### src/rtl/twec_pkg.sv
// Shared request and response types, command codes and queue depths for the embedding cache.
`timescale 1ns / 1ps

package twec_pkg;

  typedef struct packed {
    logic        cmd;
    logic [31:0] key;
    logic [3:0]  word_index;
    logic [31:0] fill_word;
  } twec_req_t;

  typedef struct packed {
    logic        hit;
    logic [31:0] data_word;
    logic [3:0]  out_index;
    logic        last;
  } twec_rsp_t;

  localparam logic CMD_LOOKUP = 1'b0;
  localparam logic CMD_FILL   = 1'b1;

  localparam int REQ_QUEUE_DEPTH = 2;
  localparam int RSP_QUEUE_DEPTH = 3;

endpackage

### src/rtl/twec_queue.sv
// Small register FIFO with valid/ready on both sides and an occupancy count.
`timescale 1ns / 1ps

module twec_queue #(
  parameter int WIDTH = 8,
  parameter int DEPTH = 2,
  localparam int PTR_W = (DEPTH > 1) ? $clog2(DEPTH) : 1,
  localparam int CNT_W = $clog2(DEPTH + 1)
) (
  input  logic             clk,
  input  logic             rst,
  input  logic             push_valid,
  output logic             push_ready,
  input  logic [WIDTH-1:0] push_data,
  output logic             pop_valid,
  input  logic             pop_ready,
  output logic [WIDTH-1:0] pop_data,
  output logic [CNT_W-1:0] count
);

  logic [WIDTH-1:0] mem [DEPTH];
  logic [PTR_W-1:0] wr_ptr;
  logic [PTR_W-1:0] rd_ptr;
  logic             do_push;
  logic             do_pop;

  assign push_ready = (count != CNT_W'(DEPTH));
  assign pop_valid  = (count != '0);
  assign pop_data   = mem[rd_ptr];
  assign do_push    = push_valid && push_ready;
  assign do_pop     = pop_valid && pop_ready;

  always_ff @(posedge clk) begin
    if (rst) begin
      wr_ptr <= '0;
      rd_ptr <= '0;
      count  <= '0;
    end else begin
      if (do_push) begin
        wr_ptr <= (wr_ptr == PTR_W'(DEPTH - 1)) ? '0 : wr_ptr + 1'b1;
      end
      if (do_pop) begin
        rd_ptr <= (rd_ptr == PTR_W'(DEPTH - 1)) ? '0 : rd_ptr + 1'b1;
      end
      if (do_push && !do_pop) begin
        count <= count + 1'b1;
      end else if (!do_push && do_pop) begin
        count <= count - 1'b1;
      end
    end
  end

  always_ff @(posedge clk) begin
    if (do_push) begin
      mem[wr_ptr] <= push_data;
    end
  end

endmodule

### src/rtl/twec_front.sv
// Request front end: accepts requests, drops out-of-range fill words, finds the set and queues.
`timescale 1ns / 1ps

module twec_front #(
  parameter int NUM_SETS = 256,
  parameter int EMB_DIM  = 16,
  parameter int KEY_W    = 32,
  parameter int WORD_W   = 32,
  localparam int SET_W   = (NUM_SETS > 1) ? $clog2(NUM_SETS) : 1,
  localparam int ENTRY_W = SET_W + $bits(twec_pkg::twec_req_t)
) (
  input  logic                   clk,
  input  logic                   rst,
  input  logic                   clearing,
  input  logic                   req_valid,
  output logic                   req_ready,
  input  twec_pkg::twec_req_t    req,
  output logic                   q_valid,
  input  logic                   q_ready,
  output logic [ENTRY_W-1:0]     q_data
);

  import twec_pkg::*;

  localparam logic [31:0] KEY_MASK  = 32'((64'h1 << KEY_W) - 64'h1);
  localparam logic [31:0] WORD_MASK = 32'((64'h1 << WORD_W) - 64'h1);
  localparam bit          POW2      = ((NUM_SETS & (NUM_SETS - 1)) == 0);

  twec_req_t    req_m;
  logic         keep;
  logic         push_valid;
  logic         push_ready;
  logic [ENTRY_W-1:0] push_data;

  always_comb begin
    req_m           = req;
    req_m.key       = req.key & KEY_MASK;
    req_m.fill_word = req.fill_word & WORD_MASK;
  end

  assign keep = (req.cmd == CMD_LOOKUP) || (32'(req.word_index) < 32'(EMB_DIM));

  generate
    if (POW2) begin : g_mask
      logic [31:0] set_full;

      assign set_full   = req_m.key & 32'(NUM_SETS - 1);
      assign req_ready  = push_ready && !clearing;
      assign push_valid = req_valid && !clearing && keep;
      assign push_data  = {set_full[SET_W-1:0], req_m};
    end else begin : g_mod
      localparam int KEY_PAD = KEY_W + (KEY_W % 2);
      localparam int STEPS   = KEY_PAD / 2;
      localparam int STEP_W  = (STEPS > 1) ? $clog2(STEPS) : 1;
      localparam int R_W     = SET_W + 2;
      localparam logic [R_W-1:0] N1 = R_W'(NUM_SETS);
      localparam logic [R_W-1:0] N2 = R_W'(2 * NUM_SETS);
      localparam logic [R_W-1:0] N3 = R_W'(3 * NUM_SETS);

      typedef enum logic [1:0] {IDLE, CALC, PUSH} state_t;

      state_t             state;
      twec_req_t          hold;
      logic [KEY_PAD-1:0] shreg;
      logic [SET_W-1:0]   rem;
      logic [STEP_W-1:0]  step;
      logic [R_W-1:0]     r;
      logic [R_W-1:0]     r_red;

      assign r = {rem, shreg[KEY_PAD-1 -: 2]};

      always_comb begin
        if (r >= N3) begin
          r_red = r - N3;
        end else if (r >= N2) begin
          r_red = r - N2;
        end else if (r >= N1) begin
          r_red = r - N1;
        end else begin
          r_red = r;
        end
      end

      assign req_ready  = (state == IDLE) && !clearing;
      assign push_valid = (state == PUSH);
      assign push_data  = {rem, hold};

      always_ff @(posedge clk) begin
        if (rst) begin
          state <= IDLE;
        end else begin
          case (state)
            IDLE: begin
              if (req_valid && req_ready && keep) begin
                hold  <= req_m;
                shreg <= KEY_PAD'(req_m.key[KEY_W-1:0]);
                rem   <= '0;
                step  <= '0;
                state <= CALC;
              end
            end
            CALC: begin
              rem   <= r_red[SET_W-1:0];
              shreg <= shreg << 2;
              step  <= step + 1'b1;
              if (step == STEP_W'(STEPS - 1)) begin
                state <= PUSH;
              end
            end
            PUSH: begin
              if (push_ready) begin
                state <= IDLE;
              end
            end
            default: begin
              state <= IDLE;
            end
          endcase
        end
      end
    end
  endgenerate

  twec_queue #(
    .WIDTH (ENTRY_W),
    .DEPTH (REQ_QUEUE_DEPTH)
  ) u_queue (
    .clk        (clk),
    .rst        (rst),
    .push_valid (push_valid),
    .push_ready (push_ready),
    .push_data  (push_data),
    .pop_valid  (q_valid),
    .pop_ready  (q_ready),
    .pop_data   (q_data),
    .count      ()
  );

endmodule

### config.mk
export PLATFORM = sky130hd
export DESIGN_NAME = twec_front
export DESIGN_NICKNAME = d
export VERILOG_FILES = /design/src/rtl/twec_pkg.sv /design/src/rtl/twec_queue.sv /design/src/rtl/twec_front.sv
export SDC_FILE = /design/constraint.sdc
export NUM_CORES = 1
export LEC_CHECK = 0
export BUFFER_PORTS_ARGS = -buffer_cell sky130_fd_sc_hd__buf_4
export CAP_MARGIN = 20
export CORE_MARGIN = 8
export CORE_UTILIZATION = 45
export CTS_CLUSTER_DIAMETER = 100
export DETAILED_ROUTE_END_ITERATION = 8
export PLACE_DENSITY = 0.71
export SLEW_MARGIN = 0
export SYNTH_ARGS = -nofsm -noshare
export SYNTH_HDL_FRONTEND = slang
export SYNTH_SLANG_ARGS = --single-unit
### constraint.sdc
create_clock -name clk -period 4.92 [get_ports clk]
set_input_delay 0.492 -clock clk [delete_from_list [all_inputs] [get_ports clk]]
set_output_delay 0.492 -clock clk [all_outputs]
set_load 0.05 [all_outputs]
After elaboration in Yosys (flattened, before gate mapping)
Memories as Yosys holds them, arrays and structs flattened. A register that Yosys moved wholly into a read port is not among the register bits.
Index checks and enable logic that the tools add are counted.
{"block": "word_totals", "regBits": 4, "ram_bits": 154, "input_bits": 74, "out_inout_bits": 79, "memories": 1}
{"block": "op_classes", "n_addsub": 4, "eq_ne": 1, "n_mux": 8, "n_reduce_logical": 11}
{"name": "u_queue.mem", "depth": 2, "width": 77, "rd": 1, "rd_clocked_by_memory_dff": 1, "write_ports": 1, "line_no": "twec_queue.sv:21", "text": "logic [WIDTH-1:0] mem [DEPTH];"}
{"op": "$logic_and 1x1->1", "count": 6}
{"op": "$mux 1", "count": 6}
{"op": "$mux 2", "count": 2}
{"op": "$reduce_bool 2->1", "count": 2}
{"op": "$logic_not 1->1", "count": 3}
{"op": "$add 1x1->1 const B", "count": 2}
{"op": "$add 2x1->2 const B", "count": 1}
{"op": "$ne 2x2->1 const B", "count": 1}
{"op": "$sub 2x1->2 const B", "count": 1}

Logic depth before layout (Yosys ltp)
Gate-level depths: netlist of run 1.
{"block": "depth", "word_depth": 7, "ltp_mapped": 6, "mapped_depth_nobuf": 6}

Hierarchy
A second synthesis of run 1 with hierarchy kept.
{"block": "hier_totals", "cells_unflattened": 266, "area_unflattened_um2": 5926.9}
{"module": "twec_queue", "n_inst": 1, "cells_each": 264, "area_each_um2": 5914.4, "seq_area_each_um2": 4724.5}
{"module": "twec_front", "n_inst": 1, "cells_each": 2, "area_each_um2": 12.5, "seq_area_each_um2": 0.0}

Worst setup path after synthesis of run 1
OpenSTA, ideal clock, no wires.
{"block": "synth_path", "path_kind": "in2reg", "startpoint": "in clearing", "endpoint": "mem u_queue.mem[0][0] (netlist bit) (enable)", "setup_time_ns": 0.505, "arrival_ns": 3.813, "required_ns": 4.415, "setup_slack_ns": 0.602, "cell_stages": 2, "cell_sequence": "nor3b_4 nor2b_1"}
{"block": "synth_via", "elab_chain_cells": 5}
{"item": "from (decl)", "line_no": "twec_front.sv:14", "text": "input logic clearing,"}
{"item": "$logic_not 1->1", "line_no": "twec_front.sv:49", "text": "assign push_valid = req_valid && !clearing && keep;"}
{"item": "$logic_and 1x1->1", "line_no": "twec_front.sv:49"}
{"item": "$logic_and 1x1->1", "line_no": "twec_queue.sv:30", "text": "assign do_push = push_valid && push_ready;"}
{"item": "$mux 1", "line_no": "twec_queue.sv:54", "text": "if (do_push) begin"}
{"item": "$mux 1 (implied by the code)", "line_no": "twec_queue.sv:55", "text": "mem[wr_ptr] <= push_data;"}
{"item": "to (decl)", "line_no": "twec_queue.sv:21"}
No other way between the ends.

==> metrics.csv, run 1 <==
stage,metric,value,unit
timing,setup_viol,0,
place,port-buffer-count,152,
grt,antenna_found_initial,0,
grt,grt_pass1_wl,15400,µm
grt,grt-ovfl-total,0,
floorplanning,die_y,124,µm
layout,layout-drive-gt1-share,0.621,
synthesis,syn_area_per_cell,21.3,µm²
clock_network,cts_setup_buffers,0,
worst_setup_path,worst_setup_path_start_kind,register,
clock_network,cts.sinks,143,
synthesis,postSynth.topFlopCell,edfxtp_1,
routing,antenna_left,0,
timing,max_freq,396,MHz
routing,dr_total_vias,2703,
clock_network,holdBufCountCts,0,
floorplanning,die-area,15400,µm²
pwr,powerDensity,587,nW/µm²
grt,grt_pass1_vias,3020,
timing,worstMarginPinSlew,926,ps
routing,wl,9940,µm
layout,regArea,4250,µm²
worst_setup_path,crit_type,reg2out,
timing,slew_viol_final,0,
layout,nFillCells,831,
clock_network,cts_resized,0,
synthesis,synthMuxAreaShare,0.149,
synthesis,synth.cell_area,5280,µm²
floorplanning,start_util,0.462,
outcome,status,finished clean,
floorplanning,rows,39,
pwr,power,4160,µW
routing,dr.pass1.iters,5,
synthesis,async_flop_share,0,
routing,wl_per_cell,17.7,µm
place,hpwlAfterDp,6580,µm
clock_network,cts_root_buf,clkbuf_16,
timing,finalCritPeriodShare,0.513,
timing,hold_viol_final,0,
synthesis,synth_enable_flop_cells,138,
synthesis,synth_commonest_cells,"edfxtp_1 (138), mux2_2 (69), buf_4 (8)",
worst_setup_path,arrival,2030,ps
job,drv_cap,0,
worst_setup_path,worst-path-max-fanout,69,
pwr,ir_drop,0.000376,V
floorplanning,core_area,11400,µm²
routing,route.detailed.drc,0,
grt,grt_max_degree,70,
synthesis,synth-xor-area-share,0.00498,
layout,multi_input_area,930,µm²
synthesis,synthAdderAreaFrac,0.00237,
routing,routed_via_density,4.83,
synthesis,yosysMostFrequentCell,edfxtp_1,
routing,drt_first_iter_violations,158,
floorplanning,dieWidth,124,µm
place,gp_congestion,0.694,
synthesis,synth_top_family_by_area,multiplexers,
clock_network,htree_levels,4,
timing,period_needed,2530,ps
synthesis,ys_warn_count,0,
worst_setup_path,worst-r2r-setup-slack,2410,ps
grt,track_usage,0.128,
layout,stdcell_count,560,
timing,fin_ws,2390,ps
synthesis,synth_top_cell_area_share,0.785,
synthesis,synth_cell_types,18,
layout,n_antenna_cell,0,
timing,maxSlewHeadroom,0.382,
synthesis,netlist_top_cells_area,"edfxtp_1 (79%), mux2_2 (15%), dfxtp_1 (1.9%), buf_4 (1.1%), buf_2 (0.57%)",
clock_network,ctsLongestPathBuffers,2,
min_path,hp-class,in2reg,
timing,skew,6.42,ps
place,place_area,6500,µm²
synthesis,ys_seq_area_frac,0.804,
synthesis,synth_seq_cells,143,
timing,rsz0062_at_grt,no,
place,place_ws,2210,ps
synthesis,synth_compound_area_frac,0.00285,
clock_network,numCtsBuffers,17,
worst_setup_path,crit_path_end_kind,primary output,
synthesis,synth_nets,323,
place,placed_cells,528,
layout,layout.nets,479,
layout,postLayoutCellArea,7090,µm²
synthesis,synth.largest_area_cell,edfxtp_1,
worst_setup_path,crit_required,4430,ps
synthesis,synthCells,248,
synthesis,synth-simple-area-share,0.0147,
timing,setup_tns,0,ps
clock_network,clk_pin_slew,60,ps
floorplanning,io_pins,153,
clock_network,cts_tree,done,
layout,syn_to_final_growth,34.3,%
pwr,leakagePower,0.00264,µW
clock_network,clock_latency,400,ps
area by class of cell:
type	instances	area share
Timing Repair Buffer	153	0.162
Clock buffer	23	0.0703
Multi-Input combinational cell	89	0.131
Clock inverter	9	0.0118
Tap cell	143	0.0252
Sequential cell	143	0.599
layout by cell type, fill, tap and decap left out, types with 3 or more instances in the layout:
cell type | synthesis | layout
xor2_1 | 3 | 3
nor2_1 | 5 | 5
clkinv_2 | 0 | 3
clkbuf_8 | 0 | 5
clkbuf_16 | 0 | 17
mux2_2 | 69 | 69
edfxtp_1 | 138 | 138
clkinvlp_4 | 0 | 4
buf_4 | 8 | 153
dfxtp_1 | 5 | 4
sequential cells by signal, indices dropped and copies added (netlist names), named ones only:
| signal | flops |
|---|---|
| u_queue.rd_ptr | 1 |
| u_queue.wr_ptr | 1 |
| u_queue.count | 2 |
| u_queue.mem | 138 |
through the flow:
step | util | hold WS, ps
floorplan | - | 465
global placement | 0.570 | 480
detailed placement | 0.570 | 512
CTS | 0.621 | 248
global route | 0.621 | 244
finish | 0.621 | 270
metal layers:
layer	vias up	global-route usage	wire, µm
li1	1273	-	-
met1	1320	0.144	4240
met2	98	0.204	4820
met3	12	0.0596	746
met4	0	0.0553	125
met5	-	0	0
logic make-up (layout without fill, tap and decap cells):
kind of cell | after synthesis | count (layout)
XOR/XNOR | 3 | 3
AO/OA/AOI/OAI | 3 | 3
AND/OR/NAND/NOR | 12 | 12
buffers and inverters | 16 | 185
flip-flops | 143 | 143
adder cells (fa/ha/maj) | 1 | 1
multiplexers | 70 | 70
critical path, stage by stage, from the launching register on:
cell and delay [ps]:
dfxtp_4 900, mux2_2 430, buf_4 190
final timing paths:
path                                  startpoint                  to  depth (start not counted)
worst max-delay path                    register          q_data[22]                          2
worst max register to register  u_queue.count[1]   u_queue.mem[0][2]                          4
worst min register to register    u_queue.rd_ptr      u_queue.rd_ptr                          2
worst min-delay path                     req[19]  u_queue.mem[1][19]                          1
report_power, final:
group | internal, µW | leakage (µW) | switching [µW]
Clock | 760 | 0.000277 | 454
Combinational | 482 | 0.00105 | 898
Sequential | 1460 | 0.00131 | 111
Note: power is estimated with default switching activity, not from simulation.
==> run 2: changes to the inputs <==
--- a/config.mk
+++ b/config.mk
@@ -5,13 +5,14 @@
 export SDC_FILE = /design/constraint.sdc
 export NUM_CORES = 1
 export LEC_CHECK = 0
+export ABC_AREA = 1
 export BUFFER_PORTS_ARGS = -buffer_cell sky130_fd_sc_hd__buf_4
 export CAP_MARGIN = 20
 export CORE_MARGIN = 8
 export CORE_UTILIZATION = 45
 export CTS_CLUSTER_DIAMETER = 100
 export DETAILED_ROUTE_END_ITERATION = 8
-export PLACE_DENSITY = 0.71
+export PLACE_DENSITY = 0.73
 export SLEW_MARGIN = 0
 export SYNTH_ARGS = -nofsm -noshare
 export SYNTH_HDL_FRONTEND = slang
==> constraint.sdc (replaced) <==
create_clock -name clk -period 2.03 [get_ports clk]
set_input_delay 0.203 -clock clk [delete_from_list [all_inputs] [get_ports clk]]
set_output_delay 0.203 -clock clk [all_outputs]
set_load 0.05 [all_outputs]
==> run 2 against run 1 <==
Net effect: global-route usage increased by 2.1 points; first-iteration DRC count shrank 16%; clock skew up 1.4 ps; sequential power rose by 120%; combinational power grew 74%; register-to-register slack worse by 2000 ps; clock power increased by 150%; largest cell class unchanged; highest routed layer unchanged.
==> metrics.csv, run 2 <==
stage,metric,value,unit
timing,slew_viol_final,0,
synthesis,synth_compound_area_frac,0.00282,
job,drv_cap,0,
timing,skew,7.82,ps
clock_network,clk_pin_slew,60,ps
worst_setup_path,crit_slowest_cell,dfxtp_4,
synthesis,synth_top_cell_area_share,0.777,
synthesis,netlist_top_cells_area,"edfxtp_1 (78%), mux2_2 (12%), mux2_4 (2.8%), dfxtp_1 (1.9%), buf_4 (1.1%)",
pwr,ir_drop,0.000638,V
layout,final_cell_mix,"buf_4 (153), edfxtp_1 (138), dlygate4sd3_1 (69)",
synthesis,ys_warn_count,0,
worst_setup_path,path_buf_inv,2,
floorplanning,core_area,11500,µm²
timing,whs,89.6,ps
grt,grt_pass1_wl,18100,µm
floorplanning,io_pins,153,
worst_setup_path,cp_num_cells,3,
grt,grt_max_degree,70,
clock_network,numCtsBuffers,17,
worst_setup_path,worst_setup_path_start_kind,register,
worst_setup_path,cp_slowest_stage_delay,470,ps
worst_setup_path,crit_path_end_kind,primary output,
floorplanning,dieWidth,125,µm
clock_network,cts.sinks,143,
grt,antenna_found_initial,0,
pwr,combPwrFrac,0.269,
timing,setup_viol,0,
layout,layout.nets,568,
floorplanning,rows,39,
clock_network,cts_resized,0,
routing,wl,11400,µm
timing,period_needed,1880,ps
clock_network,htree_levels,4,
timing,rsz0062_at_grt,no,
synthesis,ys_seq_area_frac,0.796,
synthesis,synth.cell_area,5330,µm²
routing,dr_total_vias,3073,
layout,nFillCells,735,
place,port-buffer-count,152,
routing,drt_first_iter_violations,133,
place,hpwlAfterDp,7030,µm
timing,finalCritPeriodShare,0.927,
layout,regMostFlops,u_queue.mem,
layout,largest_register_ffs,138,
layout,syn_to_final_growth,48.5,%
pwr,p_sw_frac,0.302,
clock_network,ctsLongestPathBuffers,2,
worst_setup_path,worst-path-max-fanout,23,
pwr,power_frac_seq,0.394,
pwr,p_sw,2690,µW
floorplanning,start_util,0.463,
layout,mostFrequentLayoutCell,buf_4,
layout,n_antenna_cell,0,
synthesis,synth-xor-area-share,0,
worst_setup_path,r2r_start,u_queue.count[0],
worst_setup_path,critPathCapture,q_data[57],
min_path,hp-class,in2reg,
pwr,powerDensity,1130,nW/µm²
synthesis,synth.largest_area_cell,edfxtp_1,
worst_setup_path,worstPathCellList,buf_12 -> mux2_2 -> buf_4,
routing,route.detailed.drc,0,
synthesis,synth-simple-area-share,0.0167,
clock_network,cts_tree,done,
routing,wl_per_cell,17.6,µm
floorplanning,die_y,125,µm
timing,max_freq,532,MHz
worst_setup_path,crit_family,flip-flops,
layout,reg_top3,"u_queue.mem (138), u_queue.count (2)",
synthesis,syn_area_per_cell,20.3,µm²
synthesis,synth_commonest_cells,"edfxtp_1 (138), mux2_2 (59), nand2_1 (11)",
synthesis,synth_nets,338,
synthesis,synth_enable_flop_cells,138,
synthesis,synthMuxAreaShare,0.153,
worst_setup_path,crit_type,reg2out,
timing,hold_viol_final,0,
routing,routed_via_density,4.73,
synthesis,synthAdderAreaFrac,0.00235,
pwr,intPower,6230,µW
synthesis,postSynth.topFlopCell,edfxtp_1,
routing,dr.pass1.iters,4,
layout,layout-drive-gt1-share,0.516,
worst_setup_path,timing.rr.end,u_queue.mem[1][53],
timing,maxSlewHeadroom,0.739,
worst_setup_path,crit_required,1830,ps
worst_setup_path,worst-r2r-setup-slack,380,ps
worst_setup_path,r2r_cells,7,
clock_network,cts_root_buf,clkbuf_16,
pwr,leakagePower,0.00303,µW
clock_network,clock_latency,400,ps
synthesis,synth_seq_cells,143,
place,gp_congestion,0.667,
synthesis,async_flop_share,0,
grt,grt_pass1_vias,3591,
synthesis,synth_cell_types,17,
grt,grt-ovfl-total,0,
outcome,status,finished clean,
pwr,pwr-share-clk,0.337,
worst_setup_path,arrival,1680,ps
synthesis,synthCells,263,
timing,worstMarginPinSlew,392,ps
grt,track_usage,0.149,
routing,antenna_left,0,
timing,setup_tns,0,ps
floorplanning,die-area,15600,µm²
synthesis,synth_top_family_by_area,multiplexers,
synthesis,yosysMostFrequentCell,edfxtp_1,
[run 2: metal layers]
metal / up-vias / wire (µm) / track usage
met5: - / 0 / 0
met4: 0 / 117 / 0.0587
met3: 10 / 935 / 0.0655
met1: 1492 / 4330 / 0.151
li1: 1461 / - / -
met2: 110 / 6030 / 0.263
[run 2: stage by stage]
| step | instance area, µm² | worst slack, ps | power (µW) | std cells | utilization |
|---|---|---|---|---|---|
| 3_5_place_dp | 6640 | 389 | 5860 | 547 | 0.576 |
| 4_1_cts | 7910 | 20.7 | 9000 | 648 | 0.686 |
| 6_report | 7920 | 149 | 8920 | 649 | 0.688 |
| 3_3_place_gp | 6640 | 445 | 5830 | 547 | 0.576 |
| 5_1_grt | 7920 | 72.9 | 9250 | 649 | 0.688 |
| 2_1_floorplan | 5350 | -554 | 5200 | 263 | - |
[run 2: worst min path at each step]
stage                 start                  to  slack, ps  cells past startpoint
finish              q_ready            register         90                      3
global route        q_ready            register         80                      3
CTS                     rst    u_queue.count[1]         80                      4
global placement    req[35]  u_queue.mem[0][35]        390                      1
floorplan            req[0]   u_queue.mem[0][0]        300                      0
detailed placement   req[9]   u_queue.mem[0][9]        390                      1
[run 2: worst register-to-register path, delay by kind of cell (launching register included)]
family / cells / cell delay, ps
DFF: 1 / 350
buffers and inverters: 4 / 550
and+or+nand+nor: 3 / 380
[run 2: power by group through the flow]
| stage | registers, µW | logic, µW | clock network [µW] |
|---|---|---|---|
| 3_5_place_dp | 3590 | 2270 | 0 |
| 3_3_place_gp | 3580 | 2250 | 0 |
| 6_report | 3520 | 2400 | 3010 |
| 5_1_grt | 3530 | 2510 | 3200 |
| 2_1_floorplan | 3540 | 1660 | 0 |
| 4_1_cts | 3530 | 2390 | 3080 |
[run 2: final cells by class]
class | instances | area, µm² | area share
sequential | 143 | 4250 | 0.537
timing repair buffer | 227 | 1930 | 0.244
multi-input combinational | 95 | 942 | 0.119
clock buffer | 18 | 429 | 0.0542
tap | 143 | 179 | 0.0226
clock inverter | 14 | 149 | 0.0188
inverter | 9 | 37.5 | 0.00474
[run 2: kinds of logic (layout without fill, tap and decap cells)]
group | Yosys count | count (layout)
mux | 69 | 69
buf+inv | 25 | 268
simple gates | 22 | 22
flops | 143 | 143
fa+ha+maj | 1 | 1
compound gates | 3 | 3
[run 2: repair_timing]
action,4_1_cts,5_1_grt
setup endpoints to repair,0,46
hold buffers,69,0
buffers inserted,0,1
hold endpoints to repair,138,0
==> run 3: changes to the inputs <==
--- a/config.mk
+++ b/config.mk
@@ -12,8 +12,9 @@
 export CORE_UTILIZATION = 45
 export CTS_CLUSTER_DIAMETER = 100
 export DETAILED_ROUTE_END_ITERATION = 8
-export PLACE_DENSITY = 0.73
+export PLACE_DENSITY = 0.72
 export SLEW_MARGIN = 0
 export SYNTH_ARGS = -nofsm -noshare
 export SYNTH_HDL_FRONTEND = slang
+export SYNTH_HIERARCHICAL = 1
 export SYNTH_SLANG_ARGS = --single-unit
==> run 3 against run 2 <==
Net effect: via count increased by 6.9%; non-clock buffer count is 1 higher; clock power grew 12%; total power is 9.8% higher; critical path depth stayed put; global-route usage decreased by 0.39 points; core utilization fell by 2.3 points; wire length grew 5.0%; register-to-register slack improved by 110 ps; flip-flop and latch count up 16; sequential share of layout area grew 0.72 points.
==> metrics.csv, run 3 <==
stage,metric,value,unit
outcome,status,finished clean,
pwr,intPower,6950,µW
worst_setup_path,timing.rr.end,u_queue/mem[1][41],
layout,regMostFlops,u_queue/mem,
place,gp_congestion,0.695,
grt,grt_pass1_wl,18600,µm
pwr,p_sw_frac,0.290,
layout,nFillCells,848,
layout,n_antenna_cell,0,
clock_network,numCtsBuffers,17,
clock_network,clk_pin_slew,60,ps
routing,routed_via_density,4.64,
synthesis,async_flop_share,0,
min_path,hold_start,rst,
synthesis,synth.largest_area_cell,edfxtp_1,
synthesis,synth.cell_area,5950,µm²
routing,drt_first_iter_violations,132,
synthesis,synthMuxAreaShare,0.165,
floorplanning,start_util,0.454,
clock_network,cts_resized,0,
floorplanning,io_pins,153,
worst_setup_path,r2r_start,u_queue/count[0],
routing,antenna_left,0,
grt,busiest_layer,met2,
grt,track_usage,0.145,
pwr,pwr-share-clk,0.345,
layout,layout-drive-gt1-share,0.515,
synthesis,synthCells,281,
grt,grt_use_met3,0.0617,
synthesis,postSynth.topFlopCell,edfxtp_1,
routing,dr.pass1.iters,6,
floorplanning,rows,42,
timing,skew,6.17,ps
timing,worstMarginPinSlew,436,ps
layout,syn_to_final_growth,46.3,%
timing,setup_viol,0,
synthesis,synth-simple-area-share,0.0141,
synthesis,ys_seq_area_frac,0.795,
clock_network,clock_latency,410,ps
layout,reg_top3,"u_queue/mem (154), u_queue/count (2)",
pwr,ir_drop,0.000777,V
pwr,powerDensity,1130,nW/µm²
worst_setup_path,worst-r2r-setup-slack,490,ps
min_path,hold_depth,4,
synthesis,synth_top_cell_area_share,0.778,
pwr,power,9800,µW
timing,period_needed,1870,ps
worst_setup_path,arrival,1670,ps
grt,antenna_found_initial,0,
synthesis,netlist_top_cells_area,"edfxtp_1 (78%), mux2_2 (8.9%), mux2_4 (7.6%), dfxtp_1 (1.7%), buf_8 (0.76%)",
layout,layout.nets,594,
synthesis,synth_compound_area_frac,0.00337,
layout,final_cell_mix,"buf_4 (154), edfxtp_1 (154), dlygate4sd3_1 (69)",
timing,rsz0062_at_grt,no,
timing,whs,98.3,ps
timing,slew_viol_final,0,
floorplanning,die-area,17100,µm²
synthesis,synth_cell_types,15,
grt,grt_max_degree,46,
timing,max_freq,535,MHz
floorplanning,core_area,13100,µm²
floorplanning,die_y,131,µm
grt,grt_use_met1,0.153,
grt,grt_pass1_vias,3747,
clock_network,cts_root_buf,clkbuf_16,
routing,wl,12000,µm
place,port-buffer-count,152,
place,hpwlAfterDp,7550,µm
worst_setup_path,worst-path-max-fanout,45,
synthesis,synth_enable_flop_cells,154,
pwr,p_sw,2840,µW
synthesis,synth_commonest_cells,"edfxtp_1 (154), mux2_2 (47), mux2_4 (30)",
layout,regArea,4730,µm²
grt,gr-usage-met2,0.244,
pwr,power_frac_seq,0.397,
worst_setup_path,crit_path_end_kind,primary output,
clock_network,cts_tree,done,
synthesis,synth_top_family_by_area,multiplexers,
timing,hold_viol_final,0,
floorplanning,dieWidth,131,µm
worst_setup_path,r2r_cells,5,
synthesis,synth_seq_cells,159,
synthesis,synth-xor-area-share,0,
clock_network,cts_setup_buffers,0,
pwr,leakagePower,0.00332,µW
synthesis,synthAdderAreaFrac,0.00210,
job,drv_cap,0,
layout,multi_input_area,1120,µm²
synthesis,ys_warn_count,6,
min_path,hp-class,in2reg,
routing,route.detailed.drc,0,
timing,maxSlewHeadroom,0.709,
worst_setup_path,crit_type,reg2out,
worst_setup_path,crit_required,1830,ps
min_path,min_delay_worst_endpoint,u_queue/count[1],
clock_network,ctsLongestPathBuffers,2,
clock_network,cts.sinks,159,
pwr,combPwrFrac,0.258,
clock_network,htree_levels,4,
grt,grt-ovfl-total,0,
routing,dr_total_vias,3286,
clock_network,holdBufCountCts,69,
synthesis,yosysMostFrequentCell,edfxtp_1,
worst_setup_path,worst_setup_path_start_kind,register,
routing,wl_per_cell,16.9,µm
synthesis,syn_area_per_cell,21.2,µm²
synthesis,synth_nets,356,
layout,largest_register_ffs,154,
timing,finalCritPeriodShare,0.921,
timing,setup_tns,0,ps
==> run 3: cell count changes after synthesis, moves of 2 or more <==
cell and delta:
mux2_4 +20, buf_8 +2, edfxtp_1 +16, mux2_2 -12
nand2_1 -2, nor2_1 +2, buf_4 -8
==> run 3: critical path: stages, from the launching register on <==
cell and delay [ps]:
dfxtp_4 370, buf_12 260, mux2_2 390, buf_4 190
==> run 3: power by group through the flow <==
stage	clock (µW)	sequential (µW)	combinational, µW
detailed placement	0	3960	2430
finish	3380	3890	2530
floorplan	0	3940	1760
CTS	3470	3890	2550
global route	3580	3900	2650
global placement	0	3940	2410
==> run 3: cell families after synthesis <==
kind of cell | Yosys count
muxes | 77
and+or+nand+nor | 21
adders and majority gates | 1
buffers and inverters | 19
DFF | 159
AOI/OAI and AO/OA | 4
==> run 3: per-stage QoR <==
stage | cell area, µm² | utilization | cells | setup slack [ps]
floorplan | 5970 | - | 281 | -68.4
detailed placement | 7360 | 0.563 | 607 | 470
finish | 8700 | 0.665 | 708 | 161
CTS | 8700 | 0.665 | 708 | 134
global route | 8700 | 0.665 | 708 | 94.3
global placement | 7360 | 0.563 | 607 | 493
==> run 3: final cells by class <==
| cell class | count | area share |
|---|---|---|
| inverter | 10 | 0.00432 |
| multi-input combinational | 103 | 0.129 |
| sequential | 159 | 0.544 |
| clock buffer | 17 | 0.0489 |
| clock inverter | 15 | 0.0250 |
| timing repair buffer | 228 | 0.224 |
| tap | 176 | 0.0253 |
==> run 3: how the worst max path moves through the flow <==
stage | slack (ps) | endpoint | depth (start not counted)
finish | 160 | q_data[76] | 3
global placement | 490 | u_queue/mem[1][38] | 5
floorplan | -70 | u_queue/mem[0][0] | 4
detailed placement | 470 | u_queue/mem[1][68] | 5
global route | 90 | q_data[73] | 3
CTS | 130 | q_data[76] | 3
==> run 3: metal layers <==
metal,share of wire,vias up
met1,0.39,1601
met3,0.085,21
li1,-,1555
met2,0.51,109
met4,0.021,0
met5,0,-
